<file path="config.mk">
export PLATFORM = sky130hd
export DESIGN_NAME = nbgu_front
export DESIGN_NICKNAME = d
export VERILOG_FILES = /design/src/rtl/nbgu_pkg.sv /design/src/rtl/nbgu_front.sv
export SDC_FILE = /design/constraint.sdc
export NUM_CORES = 1
export LEC_CHECK = 0
export ABC_AREA = 1
export ABC_CLOCK_PERIOD_IN_PS = 15800
export BUFFER_PORTS_ARGS = -buffer_cell sky130_fd_sc_hd__buf_2
export CAP_MARGIN = 10
export CORE_AREA = 2 2 266 268
export CTS_CLUSTER_DIAMETER = 50
export DETAILED_ROUTE_END_ITERATION = 6
export DIE_AREA = 0 0 268 270
export PLACE_DENSITY = 0.68
export RECOVER_POWER = 100
export SLEW_MARGIN = 5
export SYNTH_ARGS = -nofsm -noshare
export SYNTH_HDL_FRONTEND = slang
export SYNTH_SLANG_ARGS = --single-unit
</file>
<file path="constraint.sdc">
create_clock -name i_clk -period 15.8 [get_ports i_clk]
set_input_delay 0.79 -clock i_clk [delete_from_list [all_inputs] [get_ports i_clk]]
set_output_delay 0.79 -clock i_clk [all_outputs]
set_load 0.05 [all_outputs]
</file>
<file path="src/rtl/nbgu_pkg.sv">
package nbgu_pkg;

    localparam int CoordW   = 48;
    localparam int FracW    = 24;
    localparam int IdW      = 16;
    localparam int MassW    = 32;
    localparam int CfgW     = 32;
    localparam int NormBits = 16;
    localparam int DataInW  = IdW + 6 * CoordW + MassW;
    localparam int DataOutW = 6 * CoordW;
    // exponent of the pull before the normalizing shift is applied
    localparam int ExBase   = 3 * FracW - 32;

    typedef enum logic {
        K_LOAD    = 1'b0,
        K_CONTRIB = 1'b1
    } t_kind;

    typedef enum logic {
        CFG_GRAVITY = 1'b0,
        CFG_STEP    = 1'b1
    } t_cfg_idx;

    typedef struct packed {
        t_kind                   kind;
        logic                    last;
        logic [IdW-1:0]          id;
        logic [2:0][CoordW-1:0]  pos;
        logic [2:0][CoordW-1:0]  vel;
        logic [MassW-1:0]        mass;
    } t_item;

    typedef enum logic [3:0] {
        S_IDLE, S_DIFF, S_NORM, S_SQ, S_DEN, S_NUM, S_PE, S_DIVSET,
        S_DIV, S_ACC, S_DT2, S_TV, S_TA2, S_TA, S_UPDAX, S_EMIT
    } t_state;

    function automatic logic signed [63:0] f_sat_add(input logic signed [63:0] a,
                                                     input logic signed [63:0] b);
        logic signed [64:0] s;
        s = {a[63], a} + {b[63], b};
        if (s[64] != s[63]) begin
            f_sat_add = s[64] ? {1'b1, 63'd0} : {1'b0, {63{1'b1}}};
        end else begin
            f_sat_add = s[63:0];
        end
    endfunction

    function automatic logic [63:0] f_abs(input logic signed [63:0] v);
        f_abs = v[63] ? 64'(-v) : 64'(v);
    endfunction

    // sign * trunc(product / 2^sh), magnitude capped at 2^63, then saturated
    function automatic logic signed [63:0] f_term(input logic [127:0] p, input int sh,
                                                  input logic neg);
        logic [127:0] m;
        logic [63:0]  mag;
        m = p >> sh;
        if (m[127:64] != 64'd0 || m[63:0] > {1'b1, 63'd0}) begin
            mag = {1'b1, 63'd0};
        end else begin
            mag = m[63:0];
        end
        if (neg) begin
            f_term = mag[63] ? {1'b1, 63'd0} : -$signed(mag);
        end else begin
            f_term = mag[63] ? {1'b0, {63{1'b1}}} : $signed(mag);
        end
    endfunction

    function automatic logic [CoordW-1:0] f_clamp(input logic signed [63:0] v);
        logic signed [63:0] hi;
        logic signed [63:0] lo;
        hi = 64'((64'sd1 <<< (CoordW - 1)) - 64'sd1);
        lo = -hi - 64'sd1;
        if (v > hi) begin
            f_clamp = hi[CoordW-1:0];
        end else if (v < lo) begin
            f_clamp = lo[CoordW-1:0];
        end else begin
            f_clamp = v[CoordW-1:0];
        end
    endfunction

endpackage

</file>
<file path="src/rtl/nbgu_front.sv">
module nbgu_front
    import nbgu_pkg::*;
(
    input  logic               i_clk,
    input  logic               i_rst_n,
    input  logic               i_s_axis_tvalid,
    output logic               o_s_axis_tready,
    input  logic [DataInW-1:0] i_s_axis_tdata,
    input  logic               i_s_axis_tuser,
    input  logic               i_s_axis_tlast,
    output logic               o_item_valid,
    input  logic               i_item_ready,
    output t_item              o_item
);

    t_item      r_queue [2];
    logic       r_wr;
    logic       r_rd;
    logic [1:0] r_count;
    t_item      w_item;
    logic       w_push;
    logic       w_pop;

    always_comb begin
        w_item.kind = i_s_axis_tuser ? K_CONTRIB : K_LOAD;
        w_item.last = i_s_axis_tlast;
        w_item.id   = i_s_axis_tdata[IdW-1:0];
        for (int i = 0; i < 3; i++) begin
            w_item.pos[i] = i_s_axis_tdata[IdW + i*CoordW +: CoordW];
            w_item.vel[i] = i_s_axis_tdata[IdW + (3+i)*CoordW +: CoordW];
        end
        w_item.mass = i_s_axis_tdata[IdW + 6*CoordW +: MassW];
    end

    assign o_s_axis_tready = (r_count != 2'd2);
    assign w_push          = i_s_axis_tvalid && o_s_axis_tready;
    assign o_item_valid    = (r_count != 2'd0);
    assign w_pop           = o_item_valid && i_item_ready;
    assign o_item          = r_queue[r_rd];

    always_ff @(posedge i_clk) begin
        if (w_push) begin
            r_queue[r_wr] <= w_item;
        end
    end

    always_ff @(posedge i_clk) begin
        if (!i_rst_n) begin
            r_wr    <= 1'b0;
            r_rd    <= 1'b0;
            r_count <= 2'd0;
        end else begin
            if (w_push) begin
                r_wr <= ~r_wr;
            end
            if (w_pop) begin
                r_rd <= ~r_rd;
            end
            r_count <= r_count + 2'(w_push) - 2'(w_pop);
        end
    end

endmodule

</file>
# ---- Word level (Yosys, flattened, before mapping)
# Memories as Yosys holds them, arrays and structs flattened. A register that Yosys moved wholly into a read port is not among the register bits.
# Cells that the tools add are included.
dict set report totals {
  inputBits 342
  rom_bits 0
  ramBits 676
  register_bits 4
  latch_bits 0
  wordCells 17
  mem_count 1
}
dict set report op_classes {
  bitwise_logic 2
  mul 0
  n_addsub 2
  reduce_logical 3
  magnitude_cmp 0
  mux 5
  shift 0
  div 0
  n_eq_ne 1
}
# memory words word_bits rd rd_ports_with_merged_regs write_ports line_no
set memory_table {}
lappend memory_table {r_queue 2 338 1 1 1 nbgu_front.sv:16} ;# t_item r_queue [2];
# operator n
set ops {}
lappend ops {{2-to-1 mux 1 bit} 5}
lappend ops {{adder 2 x 1 -> 2 bit} 1}
lappend ops {{logical AND 1 bit} 2}
lappend ops {{!= test 2 bit (second input constant)} 1}
lappend ops {{inverter 1 bit} 2}
lappend ops {{nonzero test 2 bit} 1}
lappend ops {{subtractor 2 x 1 -> 2 bit} 1}

# ---- Logic depth before layout (Yosys ltp)
dict set report logic_depth {
  depth_word 4
  mapped_depth 11
  mapped_depth_nobuf 11
}

# ---- Least setup slack after synthesis
# OpenSTA, ideal clock, no wires.
dict set report synth_timing {
  kind {register to register}
  startpoint {register r_count[0]}
  endpoint {memory r_queue[0][0] in the netlist's numbering (enable)}
  setup_time_ns 1.047
  n_path_buf 0
  path_stages_with_launch 5
  t_required_ns 14.753
  slack_ns -0.164
  arrival_ns 14.918
  cell_sequence {dfxtp_1 inv_1 nand2_1 nand2_1 nor2_1}
}
dict set report synth_via {
  elab_chain_cells 4
}
# element line_no
set synth_rtl {}
lappend synth_rtl {{from (decl)} nbgu_front.sv:19} ;# logic [1:0] r_count;
lappend synth_rtl {{from (signal assigned)} nbgu_front.sv:59} ;# r_count <= r_count + 2'(w_push) - 2'(w_pop);
lappend synth_rtl {{!= test 2 bit} nbgu_front.sv:35} ;# assign o_s_axis_tready = (r_count != 2'd2);
lappend synth_rtl {{named net o_s_axis_tready} nbgu_front.sv:7} ;# output logic o_s_axis_tready,
lappend synth_rtl {{logical AND 1 bit} nbgu_front.sv:36} ;# assign w_push = i_s_axis_tvalid && o_s_axis_tready;
lappend synth_rtl {{2-to-1 mux 1 bit} nbgu_front.sv:42} ;# if (w_push) begin
lappend synth_rtl {{2-to-1 mux 1 bit (not written as such)} nbgu_front.sv:43} ;# r_queue[r_wr] <= w_item;
lappend synth_rtl {{to (decl)} nbgu_front.sv:16}
# The timed path passes the listed nets, and every way through them passes these cells.

# ---- Worst setup path after layout
dict set report layout_timing {
  startpoint {register r_count[0]}
  endpoint {memory r_queue[0][285] in the netlist's numbering (enable)}
}
dict set report layout_via {
  elab_chain_cells 4
}
# element line_no
set layout_rtl {}
lappend layout_rtl {{!= test 2 bit} nbgu_front.sv:35}
lappend layout_rtl {{logical AND 1 bit} nbgu_front.sv:36}
lappend layout_rtl {{2-to-1 mux 1 bit} nbgu_front.sv:42}
lappend layout_rtl {{2-to-1 mux 1 bit (not written as such)} nbgu_front.sv:43}
# Every way passes these cells.

==> impl_metrics.tcl <==
set metrics [dict create \
    status "complete, but fails checks" \
    violations "capacitance limit, slew limit" \
    hold-worst-slack_ns 0.367 \
    most-common-layout-cells "676 x edfxtp_1, 449 x clkbuf_1, 250 x buf_2, 216 x mux2_4, 87 x mux2_1" \
    cts_tree "done" \
    floorplan.initialDensity 0.377 \
    ant_nets 0 \
    ctsHoldBuffers 0 \
    path_clk_slew_ns 0.06 \
    gp_congestion 0.807 \
    setup_viol 0 \
    vias 12809 \
    path_class "register to register" \
    drt-initial-drc-count 766 \
    io_pins 682 \
    place_hpwl_um 40200 \
    synth_cell_types 13 \
    grt_remaining_overflow 0 \
    rr_worst_depth 6 \
    peakVddDrop_v 0.000159 \
    ys_warn_count 0 \
    core_mm2 0.0695 \
    io_buffers 681 \
    slowest_delay_ns 3.28 \
    netlist_area_mm2 0.0262 \
    path_depth 6 \
    layout.cells.non_filler 2833 \
    final-hold-violation-count 0 \
    postCtsSetupBuffers 0 \
    cp.required_ns 15.90 \
    whs_path_depth 1 \
    slowest_stage "clkbuf_1" \
    finalSetupTns_ns 0 \
    max_cap_violations 8 \
    postPlaceCellArea_mm2 0.0302 \
    layout_commonest_cell "edfxtp_1" \
    hold_path_class "input pin to register" \
    min_period_over_period 0.569 \
    die_h_um 270 \
    remaining_drc_errors 0 \
    max_freq_ghz 0.111 \
    crit_family "buffers and inverters" \
    grt_pass1_vias 13679 \
    dieWidth_um 268 \
    multi_input_area_mm2 0.00473 \
    synthToLayoutAreaGrowth_pct 21.5 \
    max_slew.worst_pin.slew_ns 5.56 \
    via_per_inst 4.52 \
    ys_seq_area_frac 0.779 \
    cts-root-buf "clkbuf_16" \
    synth_nets 1432 \
    seq_area_mm2 0.0204 \
    dieArea_mm2 0.0724 \
    rows 97 \
    yosys-top-cells-area "edfxtp_1 78%, mux2_4 17%, buf_12 2.5%" \
    endpoint_kind "register" \
    worst_setup_path_start_kind "register" \
    skew_ns 0.0239 \
    slew_headroom -2.73 \
    yosysTopAreaCellShare 0.775 \
    grt_pass1_wl_um 82100 \
    clk_latency_ns 0.61 \
    design_area_mm2 0.0318 \
    clock-sinks 681 \
    cts-buffers-inserted 77 \
    grt_usage 0.152 \
    htreeDepth 3 \
    placedCellCount 2680 \
    ys_ff_latch 681 \
    antenna_found_initial 20 \
    synth_top_area_cell "edfxtp_1" \
    min_period_ns 8.99 \
    synth.avg_cell_area_um2 24.1 \
    dr.pass1.iters 5 \
    drive_above_1_share 0.330 \
    totalWireLength_um 57500 \
    syn_inst 1088 \
    powerDensity_mw_per_mm2 190 \
    ctsResizeCount 0 \
    worstPathArrival_ns 9.09 \
    p_leak_nw 11.2 \
    cp_max_fo 78 \
    clockBufferDepth 3 \
    crit_chain "inv_1 > nand2_1 > nand2_1 > nor2_1 > clkbuf_1 > clkbuf_1" \
    path_buf_inv 3 \
    grt_max_degree 168 \
    drv_slew 550 \
    final_nets 2163 \
    n_fill_cell 6191 \
    grt_setup_unrepaired "false" \
    wl_per_cell_um 20.3 \
]
[cells by family (layout without fill, tap and decap cells)]
group | after synthesis | in the layout | share of synthesized area
flip-flops | 681 | 681 | 0.779
AO/OA/AOI/OAI | 2 | 2 | 0.000382
buffers and inverters | 45 | 836 | 0.0281
AND/OR/NAND/NOR | 20 | 20 | 0.00301
adder cells (fa/ha/maj) | 2 | 2 | 0.000955
other | 0 | 14 | 0
multiplexers | 338 | 338 | 0.188
[final timing paths]
check / startpoint / slack, ns / endpoint
worst max-delay path: r_count[0]$_SDFF_PN0_ / 6.81 / r_queue[0][285]$_DFFE_PP_
worst min-delay path: i_s_axis_tdata[191] / 0.37 / r_queue[0][63]$_DFFE_PP_
worst max register to register: r_count[0]$_SDFF_PN0_ / 6.81 / r_queue[0][285]$_DFFE_PP_
worst min register to register: r_rd$_SDFFE_PN0P_ / 0.52 / r_rd$_SDFFE_PN0P_
[cell type report]
type                            instances  area share
Multi-Input combinational cell        362       0.149
Antenna cell                           14     0.00110
Clock inverter                         48      0.0160
Sequential cell                       681       0.641
Tap cell                              940      0.0370
Clock buffer                           91      0.0622
Inverter                                7    0.000865
Timing Repair Buffer                  690      0.0929
[flip-flops by register name, summed over array words and instances, names as in the netlist, named ones only]
| signal | flops |
|---|---|
| r_rd | 1 |
| r_count | 2 |
| r_queue | 676 |
| r_wr | 1 |
[metal layers]
| metal | wire length, µm | part of all wire | GRT usage | up-vias |
|---|---|---|---|---|
| li1 | - | - | - | 5824 |
| met1 | 20400 | 0.35 | 0.156 | 6332 |
| met2 | 29800 | 0.52 | 0.268 | 517 |
| met3 | 5070 | 0.088 | 0.0569 | 126 |
| met4 | 2280 | 0.040 | 0.0792 | 10 |
| met5 | 69 | 0.0012 | 0 | - |
[report_power, final]
part | switching [W] | total [W] | leakage (nW) | internal [W]
Clock | 0.000708 | 0.00172 | 1.20 | 0.00101
Sequential | 0.0000732 | 0.00239 | 6.35 | 0.00232
Combinational | 0.00143 | 0.00194 | 3.64 | 0.000508
[synthesized netlist by cell type (all sizes together)]
| master | instances |
|---|---|
| a21oi | 2 |
| buf | 38 |
| dfxtp | 5 |
| edfxtp | 676 |
| ha | 2 |
| inv | 7 |
| mux2 | 338 |
| nand2 | 9 |
| nand3 | 3 |
| nor2 | 8 |
[per-stage QoR]
step	setup WS [ns]	total power [W]	util
floorplan	5.55	0.00420	-
global placement	11.74	0.00446	0.434
detailed placement	11.65	0.00448	0.434
CTS	11.08	0.00622	0.470
global route	5.87	0.00627	0.457
finish	6.81	0.00605	0.457
(Power assumes the default switching activity.)
